==> src/rtl/pscc_pkg.sv <==
// ----------------------------------------------------------------------------
// pscc_pkg: shared types and constants for the polygon store.
// Request and response structs, command codes and controller commands.
// ----------------------------------------------------------------------------
`default_nettype none
package pscc_pkg;

   localparam int MaxVertices = 64;
   localparam int CoordWidth  = 16;

   typedef enum logic [1:0] {
      CMD_CLEAR  = 2'd0,
      CMD_APPEND = 2'd1,
      CMD_QUERY  = 2'd2,
      CMD_CHECK  = 2'd3
   } cmd_type;

   typedef struct packed {
      logic [1:0]                 command;
      logic signed [CoordWidth-1:0] coord_x;
      logic signed [CoordWidth-1:0] coord_y;
   } req_type;

   typedef struct packed {
      logic       inside_res;
      logic       polygon_valid;
      logic [6:0] vertex_total;
      logic       store_full_error;
   } rsp_type;

   // Commands from the controller to the datapath.
   typedef struct packed {
      logic latch_req;   // capture request fields
      logic do_clear;
      logic do_append;
      logic start_query; // reset edge walk for a query
      logic start_check; // reset pair walk for a check
      logic step;        // evaluate one edge or pair and advance
      logic finish;      // write result register
   } ctl_type;

   // Status from the datapath to the controller.
   typedef struct packed {
      logic walk_done;   // last edge or pair evaluated
      logic few_verts;   // fewer than three vertices
   } sts_type;

endpackage
`default_nettype wire

==> src/rtl/pscc_control.sv <==
// ----------------------------------------------------------------------------
// pscc_control: sequencer for the polygon store.
// Steps fetch four phases, drain the read and multiplier registers, then one evaluation.
// ----------------------------------------------------------------------------
`default_nettype none
module pscc_control (
   input  wire logic              clock,
   input  wire logic              reset,
   input  wire logic              req_valid,
   output logic                   req_ready,
   input  wire pscc_pkg::req_type req_data,
   output logic                   rsp_valid,
   input  wire logic              rsp_ready,
   input  wire pscc_pkg::sts_type sts,
   output pscc_pkg::ctl_type      ctl,
   output logic [1:0]             phase
);
   typedef enum logic [4:0] {
      ST_IDLE  = 5'b00001,
      ST_START = 5'b00010,
      ST_FETCH = 5'b00100,
      ST_EVAL  = 5'b01000,
      ST_DONE  = 5'b10000
   } state_type;

   state_type state_ff, state_in;
   logic [2:0] cyc_ff, cyc_in;
   logic rsp_valid_ff, rsp_valid_in;
   logic walk_cmd;

   // A query or check walks edges; clear and append finish at once.
   assign walk_cmd = (req_data.command == pscc_pkg::CMD_QUERY) ||
                     (req_data.command == pscc_pkg::CMD_CHECK);
   assign req_ready = (state_ff == ST_IDLE) && !rsp_valid_ff;
   assign phase = cyc_ff[1:0];

   always_comb begin
      state_in = state_ff;
      cyc_in = cyc_ff;
      rsp_valid_in = rsp_valid_ff && !rsp_ready;
      ctl = '0;
      case (state_ff)
         ST_IDLE: begin
            if (req_valid && req_ready) begin
               ctl.latch_req = 1'b1;
               ctl.do_clear  = (req_data.command == pscc_pkg::CMD_CLEAR);
               ctl.do_append = (req_data.command == pscc_pkg::CMD_APPEND);
               ctl.start_query = (req_data.command == pscc_pkg::CMD_QUERY);
               ctl.start_check = (req_data.command == pscc_pkg::CMD_CHECK);
               state_in = walk_cmd ? ST_START : ST_DONE;
            end
         end
         ST_START: begin
            cyc_in = '0;
            state_in = sts.few_verts ? ST_DONE : ST_FETCH;
         end
         ST_FETCH: begin
            // Phases 0..3 issue reads, 4..5 drain memory and multiplier.
            cyc_in = cyc_ff + 3'd1;
            if (cyc_ff == 3'd5) state_in = ST_EVAL;
         end
         ST_EVAL: begin
            ctl.step = 1'b1;
            cyc_in = '0;
            state_in = sts.walk_done ? ST_DONE : ST_FETCH;
         end
         ST_DONE: begin
            ctl.finish = 1'b1;
            rsp_valid_in = 1'b1;
            state_in = ST_IDLE;
         end
         default: state_in = ST_IDLE;
      endcase
   end

   always_ff @(posedge clock) begin
      if (reset) begin
         state_ff <= ST_IDLE;
         rsp_valid_ff <= 1'b0;
         cyc_ff <= '0;
      end else begin
         state_ff <= state_in;
         rsp_valid_ff <= rsp_valid_in;
         cyc_ff <= cyc_in;
      end
   end

   assign rsp_valid = rsp_valid_ff;
endmodule
`default_nettype wire

==> config.mk <==
export PLATFORM = sky130hd
export DESIGN_NAME = pscc_control
export DESIGN_NICKNAME = d
export VERILOG_FILES = /design/src/rtl/pscc_pkg.sv /design/src/rtl/pscc_control.sv
export SDC_FILE = /design/constraint.sdc
export NUM_CORES = 1
export LEC_CHECK = 0
export BUFFER_PORTS_ARGS = -buffer_cell sky130_fd_sc_hd__buf_4
export CAP_MARGIN = 10
export CORE_UTILIZATION = 33
export DETAILED_ROUTE_END_ITERATION = 6
export GPL_ROUTABILITY_DRIVEN = 0
export PLACE_DENSITY = 0.69
export RECOVER_POWER = 100
export SETUP_SLACK_MARGIN = 0.3
export SKIP_CTS_REPAIR_TIMING = 1
export SYNTH_ARGS = -nofsm -noshare
export SYNTH_HDL_FRONTEND = slang
export SYNTH_SLANG_ARGS = --single-unit
export TNS_END_PERCENT = 20
==> constraint.sdc <==
create_clock -name clock -period 1.83 [get_ports clock]
set_input_delay 0.4575 -clock clock [delete_from_list [all_inputs] [get_ports clock]]
set_output_delay 0.4575 -clock clock [all_outputs]
set_load 0.1 [all_outputs]
Yosys cells after proc, flatten, opt, wreduce, memory -nomap -nowiden:

Index checks and enable logic that the tools add are counted.
W data, S select, Z words.

* add/sub/neg operators: 1
* equal/unequal tests: 11
* mux-type cells: 12
* reductions and logical operators: 10

Operators by type and width (number)
* $mux W5: 7
* $pmux W5 S4: 1
* $pmux W3 S2: 1
* $eq A5 B1 Y1 const B: 1
* $eq A5 B2 Y1 const B: 1
* $eq A5 B3 Y1 const B: 1
* $eq A5 B4 Y1 const B: 1
* $eq A5 B5 Y1 const B: 1
* $eq A2 B2 Y1 const B: 2
* $add A3 B1 Y3 const B: 1
* $eq A3 B3 Y1 const B: 1
* $logic_and A1 B1 Y1: 3
* $mux W1: 3
* $eq A2 B1 Y1 const B: 1
* $logic_not A1 Y1: 2
* $logic_not A2 Y1: 1
* $ne A2 B1 Y1 const B: 1
* $ne A2 B2 Y1 const B: 1
* $reduce_and A2 Y1: 1
* $reduce_bool A2 Y1: 1
* $reduce_or A2 Y1: 1
* $logic_or A1 B1 Y1: 1

* register bits after elaboration: 9
* input bits: 40
* output and inout port bits: 11
* word-level logic and storage cells: 37

Logic depth before layout (Yosys ltp):

Gate-level depths: netlist of run 1.

* word-level depth: 5
* gate-level depth with buffers: 5
* gate-level depth less buffers: 5

Worst setup path before layout of run 1:

OpenSTA, ideal clock, no wires.

* path kind: flip-flop to output port
* from: register rsp_valid_ff (netlist: rsp_valid)
* to: output port ctl[3] (netlist name)
* arrival time: 3674 ps
* required time: 1372 ps
* path slack: -2302 ps
* cell stages (with the launch flop): 4
* buffers on the path: 0
* path through: dfxtp_1 or2b_2 or3_4 nor3b_1

RTL lines
* start: declaration: line pscc_control.sv:28 `logic rsp_valid_ff, rsp_valid_in;`
* start signal: assignment: line pscc_control.sv:83 `rsp_valid_ff <= rsp_valid_in;`
* end: declaration: line pscc_control.sv:15 `output pscc_pkg::ctl_type ctl,`

==> summary.txt, run 1 <==
Clock tree
  • CTS Buffer Depth: 2
  • CTS tree: done
  • CTS Root Buffer Type: clkbuf_4
  • Clock Latency Late Sink: roughly 250 ps
  • Clk sinks: 9
  • Clk slew on worst S/H paths: ~60 ps
  • Num CTS Buffers: 3
  • Max H-tree Level: 1

Cells and area
  • Layout cell share with drive strength beyond 1: 50.0%
  • Non-Filler Instances: 125
  • Nets@finish: 143
  • ANT cells: 0
  • Final Util: 58.1%
  • Synthesis-to-layout area growth: 65.0%
  • Fill count: 172
  • Most frequent cells in the layout: buf_4, dfxtp_1, buf_12
  • Most common cell after layout, fill and taps aside: buf_4

Yosys
  • Seq/Total Area, Yosys: 29.6%
  • Netlist cell types: 37
  • Largest family of logic cells by synthesized area: simple AND/OR/NAND/NOR gates
  • Count of flip-flops with a built-in enable after synthesis: 0
  • Adder-cell share of the synthesized area: approximately 4%
  • Post-Synth XOR/XNOR Area: 2.88%
  • Syn Nets: 113
  • Post-synth ARST share: 0%
  • Synth top area cells: dfxtp_1, nor3_1, nor3b_1, ha_1, buf_4
  • Synth top area share: 29.6%
  • Synth Area in Compound Gates: 19.5%
  • Post-Synth Simple-Gate Area: 33.7%
  • Syn Area/Cell: 8.56 µm²
  • Ys Warns: 0
  • Synth Flop Type: dfxtp_1
  • Cell taking the most area after synthesis: dfxtp_1
  • Post-synthesis mux area share: 0%
  • Flop and latch count out of synthesis: 9
  • Synth Instances: 71
  • Synthesized cell area: slightly above 600 µm²

Timing
  • Worst slew pin tran: 541 ps
  • Skew final: 0.211 ps
  • Final Hold Slack: 392 ps
  • RSZ-0062 raised after global routing: yes
  • Crit path time final: between 2000 and 2500 ps
  • Setup violators final: 8
  • Slew Viols, Final: 0
  • Fmax: 0.417 GHz
  • Final worst path period share: 131%
  • Post-layout worst setup margin: -566 ps
  • Final count of hold timing violations: 0
  • Max_slew headroom: 64.1%
  • TNS Setup: -3020 ps

Die
  • Die Wd: roughly 45 µm
  • Die Ht: 44.9 µm
  • Row count: 15
  • Die ar.: about 2000 µm²
  • Core ar.: 1730 µm²
  • Initial Util: 35.2%
  • Top-Level Pins: 51

Setup path
  • R2R depth: 4
  • Critical path class: reg2out
  • Crit Path Max Fanout: 4
  • CP Capture Type: primary output
  • Worst EP required: between 1000 and 1500 ps
  • Worst path arrival time: 1940 ps
  • Startpoint type of the worst setup path: flop

Outcome
  • Status: complete, but fails checks
  • Failing checks: DRC, setup timing

Drt
  • WL/cell: between 10 and 15 µm
  • Detail Route Antenna Nets: 0
  • WL final: ~1600 µm
  • DR vias/cell: 5.20
  • DRT iter0 DRCs: 15
  • Vias: 650
  • Residual DRC: 3
  • First-pass DRT Iterations: 6

Placement
  • Placed Cells incl. Taps: 121
  • Port bufs: 18
  • Placed wire-length estimate: ~1100 µm

Power
  • Power per cell area: 810 nW/µm²
  • Max VDD drop: 430 µV
  • Leakage: 0.000434 µW

Run
  • Max-Cap Viols: 0

Global route
  • Initial antenna violation count: 0
  • Congestion Overflow GR: 0
  • Number of global-route vias before repair: 553
  • First-pass GRT wire length: 2390 µm
  • GRT Util Overall: 16.4%
  • Pin count of the biggest net entering global routing: 13

Hold path
  • Hold path cells: 2
  • HP Class: in2reg
-- registers in the layout (all words and copies together) (netlist names) --
name and cells:
rsp_valid 1, cyc_ff 3, state_ff 5
-- critical path: stages, from the launching register on --
cell and delay [ps]:
dfxtp_2 320, or4_4 530, or3_4 400, nor3b_4 240
buf_12 200
-- path summary, 6_finish.rpt --
check	to	from	slack, ps
max	ctl[3]	state_ff[4]	-570
min	rsp_valid	reset	390
max reg2reg	state_ff[0]	rsp_valid	300
min reg2reg	cyc_ff[2]	cyc_ff[2]	500
-- power by group --
part,total (µW),switching [µW],internal (µW)
Sequential,211,4.77,206
Clock,153,68.5,84.0
Combinational,449,262,187
Total,812,335,477
-- Yosys cell counts (all sizes together) (3+ instances only) --
| cell | count |
|---|---|
| inv | 5 |
| nor3b | 5 |
| o21ai | 4 |
| dfxtp | 9 |
| nor3 | 6 |
| nand3b | 3 |
| a21oi | 4 |
| buf | 6 |
-- layer usage --
| layer | global-route usage, % | wire [µm] |
|---|---|---|
| met1 | 19.6 | 665 |
| met2 | 28.1 | 794 |
| met3 | 3.60 | 93 |
| met4 | 7.27 | 0 |
| met5 | 0 | 0 |
-- final cells by class --
type,count,area (µm²),area share [%]
clock buffers,4,26.3,2.62
flip-flops and latches,9,185,18.5
inverters,5,18.8,1.87
repair buffers,31,310,30.9
multi-input cells,51,432,43.0
well taps,25,31.3,3.12
-- through the flow --
step | setup slack, ps | total power, µW | cell area, µm²
2_1_floorplan | -764 | 484 | 657
3_3_place_gp | -400 | 592 | 878
3_5_place_dp | -407 | 597 | 878
4_1_cts | -659 | 750 | 905
5_1_grt | -626 | 849 | 1000
6_report | -566 | 812 | 1000
-- cells by family after synthesis --
| group | Yosys count |
|---|---|
| buffers and inverters | 11 |
| DFF | 9 |
| and+or+nand+nor | 30 |
| adders and majority gates | 2 |
| AOI/OAI and AO/OA | 17 |
| xor gates and xnor gates | 2 |
Note: power is estimated with default switching activity, not from simulation.
==> run 2: changes to the inputs <==
Settings changed: PLACE_DENSITY 0.69 to 0.83, SLEW_MARGIN set to 25.
==> run 2 against run 1 <==
  * The flow still finishes with violations (DRC, setup timing)
  * Worst setup slack got worse by 21 ps
  * Utilization rose by 0.65 points
  * Non-clock buffer count fell by 1
  * Sequential share of layout area fell by 0.081 points
  * Wire length rose by 1.6%
  * Final cell count shrank 0.80%
  * Hold slack gained 1.4 ps
  * Die area stayed put
  * Register-to-register slack got worse by 330 ps
  * Total power rose by 1.3%
  * Largest power group unchanged
  * Clock power up 3%
  * Critical path depth is 1 higher
==> summary.txt, run 2 (synthesis gave the netlist of run 1 again) <==
Timing
  • Setup violators final: 9 (+1)
  • Final Hold Slack: 394 ps (+1.42 ps)
  • Crit path time final: 2420 ps (+20.8 ps)
  • Final count of hold timing violations: 0 (unchanged)
  • Final worst path period share: 132% (+1.1 points)
  • TNS Setup: -3270 ps (-244 ps)
  • Fmax: 0.414 GHz (-0.86%)
  • Max_slew headroom: 54.8% (-9.3 points)
  • Post-layout worst setup margin: -587 ps (-20.8 ps)
  • Slew Viols, Final: 0 (unchanged)
  • Worst slew pin tran: 677 ps (+136 ps)
  • Skew final: 0.466 ps (+0.256 ps)
  • RSZ-0062 raised after global routing: yes

Power
  • Max VDD drop: 616 µV (+43%)
  • Leakage: 0.000430 µW (-0.99%)
  • Power per cell area: 811 nW/µm² (+0.13%)
  • Tot Pwr: 823 µW (+1.3%)

Drt
  • DRT iter0 DRCs: 17 (+2)
  • Residual DRC: 2 (-1)
  • WL/cell: 12.7 µm (+2.4%)
  • Vias: 646 (-0.62%)
  • DR vias/cell: 5.21 (+0.19%)
  • WL final: 1580 µm (+1.6%)
  • Detail Route Antenna Nets: 0 (unchanged)
  • First-pass DRT Iterations: 6 (unchanged)

Setup path
  • Worst EP required: 1370 ps (about the same)
  • Worst path arrival time: 1960 ps (+20 ps)
  • Critical path class: reg2out
  • Crit Path Max Fanout: 4 (unchanged)
  • Startpoint type of the worst setup path: flop
  • CP Capture Type: primary output

Global route
  • First-pass GRT wire length: 2290 µm (-4.1%)
  • GRT Util Overall: 16.3% (-0.14 points)
  • Pin count of the biggest net entering global routing: 13 (unchanged)
  • Congestion Overflow GR: 0 (unchanged)
  • Number of global-route vias before repair: 521 (-5.8%)
  • Initial antenna violation count: 0 (unchanged)

Clock tree
  • Num CTS Buffers: 3 (unchanged)
  • Max H-tree Level: 1 (unchanged)
  • CTS Buffer Depth: 2 (unchanged)
  • Clock Latency Late Sink: 260 ps (about the same)
  • Clk sinks: 9 (unchanged)
  • CTS tree: done
  • CTS Root Buffer Type: clkbuf_4
  • Clk slew on worst S/H paths: 60 ps (about the same)

Placement
  • Placed wire-length estimate: 1100 µm (-2.9%)
  • Port bufs: 18 (unchanged)
  • Dpl cell area: 871 µm² (-0.85%)

Outcome
  • Failing checks: DRC, setup timing
  • Status: complete, but fails checks

Cells and area
  • ANT cells: 0 (unchanged)
  • Final instance area: 1010 µm² (+1.1%)
  • Layout cell share with drive strength beyond 1: 50.5% (+0.51 points)
  • Final Util: 58.8% (+0.65 points)
  • Most common cell after layout, fill and taps aside: buf_4
  • Nets@finish: 142 (-0.70%)
  • Max reg flops: 5 (unchanged)
  • Most frequent cells in the layout: buf_4, dfxtp_1, buf_12
  • Synthesis-to-layout area growth: 66.9%
  • Largest Register: state_ff

Die
  • Core ar.: 1730 µm² (unchanged)
  • Die ar.: 2020 µm² (unchanged)
  • Row count: 15 (unchanged)
  • Top-Level Pins: 51 (unchanged)
  • Die Wd: 44.9 µm (unchanged)
  • Initial Util: 35.2% (unchanged)
  • Die Ht: 44.9 µm (unchanged)

Run
  • Max-Cap Viols: 0 (unchanged)

Hold path
  • HP Class: in2reg
## run 2: cell types whose count changed in the layout (fill, tap and decap cells not counted), sizes merged
cell,change
clkbuf,-1
## run 2: worst max-delay path: stages (launching register included)
cell and delay (ps):
dfxtp_2 320, or4_4 530, or3_4 400, inv_2 80, and3_4 190, buf_12 170
## run 2: power by group
| part | internal, µW | total, µW | switching [µW] |
|---|---|---|---|
| clock network | 84.3 | 158 | 73.4 |
| registers | 206 | 213 | 6.68 |
| logic | 186 | 452 | 266 |
| total | 477 | 823 | 346 |
## run 2: final timing paths
path	slack, ps	depth (start not counted)	end	startpoint
min reg2reg	500	2	state_ff[3]	cyc_ff[2]
min	390	2	rsp_valid	reset
max	-590	5	ctl[2]	state_ff[4]
max reg2reg	-30	4	state_ff[0]	state_ff[2]
## run 2: metrics by stage
step | instances | worst slack (ps)
final | 124 | -587
after global routing | 124 | -619
after CTS | 124 | -673
after detailed placement | 120 | -411
after global placement | 120 | -398
after floorplan | 71 | -764
## run 2: final cells by class
cell class,count,area (µm²)
repair buffers,30,300
fillers,154,712
well taps,25,31.3
clock buffers,4,26.3
inverters,5,18.8
flip-flops and latches,9,186
multi-input cells,51,452
## run 2: metal layers
layer | wire, µm | GRT usage, % | vias up
li1 | - | - | 317
met1 | 658 | 20.4 | 304
met2 | 796 | 24.1 | 21
met3 | 71 | 2.40 | 4
met4 | 51 | 14.5 | 0
met5 | 0 | 0 | -
==> run 3: changes to the inputs <==
Settings changed: BUFFER_PORTS_ARGS -buffer_cell sky130_fd_sc_hd__buf_4 to unset, CORE_AREA set to 2 2 39 41, CORE_UTILIZATION 33 to unset, DIE_AREA set to 0 0 41 43, DONT_BUFFER_PORTS set to 1, PLACE_DENSITY 0.83 to 0.67.
==> run 3 against run 2 <==
  * The run ends with setup timing left
  * Die area shrank 13%
  * Largest power group unchanged
  * Total power fell by 3.9%
  * Critical path type unchanged
  * Largest cell class unchanged
  * Fmax rose by 0.18%
  * Count of clock-buffer cells in the layout unchanged
  * Sequential power about the same
  * Wire length fell by 7.7%
  * Clock power about the same
==> summary.txt, run 3 (synthesis gave the netlist of run 1 again) <==
Setup path
  • Crit Path Max Fanout: 4 (unchanged)
  • R2R depth: 4 (unchanged)
  • Reg-to-reg slack, setup: 0 ps (+30 ps)
  • Worst path arrival time: 1960 ps (about the same)
  • Startpoint type of the worst setup path: flop
  • Worst r2r dst: state_ff[0]
  • Critical path class: reg2out
  • Worst EP required: 1370 ps (about the same)
  • R2R Path Start: state_ff[1]
  • CP Capture Type: primary output

Die
  • Die Ht: 43 µm (-4.3%)
  • Core ar.: 1380 µm² (-20%)
  • Die Wd: 41 µm (-8.7%)
  • Top-Level Pins: 51 (unchanged)
  • Initial Util: 43.9% (+8.7 points)
  • Row count: 14 (-1)
  • Die ar.: 1760 µm² (-13%)

Global route
  • Initial antenna violation count: 0 (unchanged)
  • Number of global-route vias before repair: 577 (+11%)
  • First-pass GRT wire length: 2460 µm (+7.2%)
  • Pin count of the biggest net entering global routing: 13 (unchanged)
  • GRT Util Overall: 20.4% (+4.1 points)
  • Congestion Overflow GR: 0 (unchanged)

Timing
  • Max_slew headroom: 54.7% (-0.15 points)
  • Final count of hold timing violations: 0 (unchanged)
  • Final worst path period share: 132% (-0.24 points)
  • Setup violators final: 9 (unchanged)
  • Slew Viols, Final: 0 (unchanged)
  • TNS Setup: -3330 ps (-59.3 ps)
  • Crit path time final: 2410 ps (-4.32 ps)
  • Fmax: 0.414 GHz (+0.18%)
  • Final Hold Slack: 247 ps (-147 ps)
  • Skew final: 3.63 ps (+3.16 ps)
  • Post-layout worst setup margin: -583 ps (+4.32 ps)
  • Worst slew pin tran: 680 ps (+2.20 ps)
  • RSZ-0062 raised after global routing: yes

Clock tree
  • Clk slew on worst S/H paths: 60 ps (about the same)
  • CTS Buffer Depth: 2 (unchanged)
  • CTS Root Buffer Type: clkbuf_4
  • Clk sinks: 9 (unchanged)
  • Num CTS Buffers: 3 (unchanged)
  • Max H-tree Level: 1 (unchanged)
  • Clock Latency Late Sink: 270 ps (about the same)
  • CTS tree: done

Cells and area
  • FF/Latch Area: 185 µm² (-0.67%)
  • ANT cells: 0 (unchanged)
  • Max reg flops: 5 (unchanged)
  • Final Util: 67.5% (+8.7 points)
  • Most frequent cells in the layout: buf_4, dfxtp_1, buf_12
  • Most common cell after layout, fill and taps aside: buf_4
  • Synthesis-to-layout area growth: 53.5%
  • Fill count: 98 (-36%)
  • Area occupied by multi-input gates: 445 µm² (-1.4%)
  • Layout cell share with drive strength beyond 1: 45.1% (-5.5 points)
  • Final instance area: 933 µm² (-8.0%)
  • Largest Register: state_ff
  • Non-Filler Instances: 107 (-14%)
  • Nets@finish: 134 (-5.6%)

Hold path
  • HP Class: in2reg
  • Hold path endpoint: rsp_valid
  • Hold path cells: 1 (-1)
  • Hold path start: reset

Power
  • Power Internal: 456 µW (-4.4%)
  • Max VDD drop: 614 µV (-0.38%)
  • Switch Pwr: 334 µW (-3.3%)
  • Leakage: 0.000390 µW (-9.3%)
  • Switch share: 42.3% (+0.27 points)
  • Logic pwr share: 53.2% (-1.7 points)
  • Flop pwr share: 26.7% (+0.8 points)
  • Power per cell area: 846 nW/µm² (+4.4%)
  • Clock share of power: 20.1% (+0.9 points)

Drt
  • Residual DRC: 0 (-2)
  • Vias: 634 (-1.9%)
  • WL final: 1460 µm (-7.7%)
  • DR vias/cell: 5.93 (+14%)
  • First-pass DRT Iterations: 4 (-2)
  • DRT iter0 DRCs: 14 (-3)
  • Detail Route Antenna Nets: 0 (unchanged)
  • WL/cell: 13.6 µm (+7.0%)

Run
  • Max-Cap Viols: 0 (unchanged)

Placement
  • Port bufs: 0 (-18)
  • Dpl cell area: 900 µm² (+3.3%)
  • Placed Cells incl. Taps: 103 (-14%)
  • Placed wire-length estimate: 1100 µm (about the same)

Outcome
  • Failing checks: setup timing
  • Status: complete, but fails checks
[run 3: power groups by stage]
| stage | sequential [µW] | clock (µW) | combinational [µW] |
|---|---|---|---|
| floorplan | 222 | 0 | 262 |
| global placement | 215 | 0 | 406 |
| detailed placement | 215 | 0 | 411 |
| CTS | 211 | 159 | 412 |
| global route | 212 | 168 | 443 |
| finish | 211 | 159 | 420 |
[run 3: critical path, stage by stage (launching register included)]
cell and delay, ps:
dfxtp_2 320, or4_4 530, or3_4 400, nor3b_4 240
buf_12 200
[run 3: layer usage]
metal | routed length (µm) | global-route usage [%]
met2 | 749 | 30.3
met4 | 38 | 14.0
met1 | 576 | 26.4
met5 | 0 | 0
met3 | 91 | 2.09
[run 3: worst max-delay path by stage]
stage	from	end	slack (ps)	cells after the start
2_1_floorplan	state_ff[4]	ctl[3]	-760	3
3_3_place_gp	state_ff[4]	ctl[3]	-290	4
3_5_place_dp	state_ff[4]	ctl[3]	-300	4
4_1_cts	state_ff[4]	ctl[3]	-600	4
5_1_grt	state_ff[4]	ctl[3]	-630	4
6_report	state_ff[4]	ctl[3]	-580	4
[run 3: area by class of cell]
cell class              instances  area share, %
multi-input cells              51           47.7
repair buffers                 22           25.5
flip-flops and latches          9           19.8
clock buffers                   4           2.82
well taps                      16           2.14
inverters                       5           2.01
[run 3: through the flow]
stage	setup WS (ps)	total power (µW)
global placement	-292	620
global route	-626	823
CTS	-595	782
detailed placement	-303	626
finish	-583	790
floorplan	-764	484
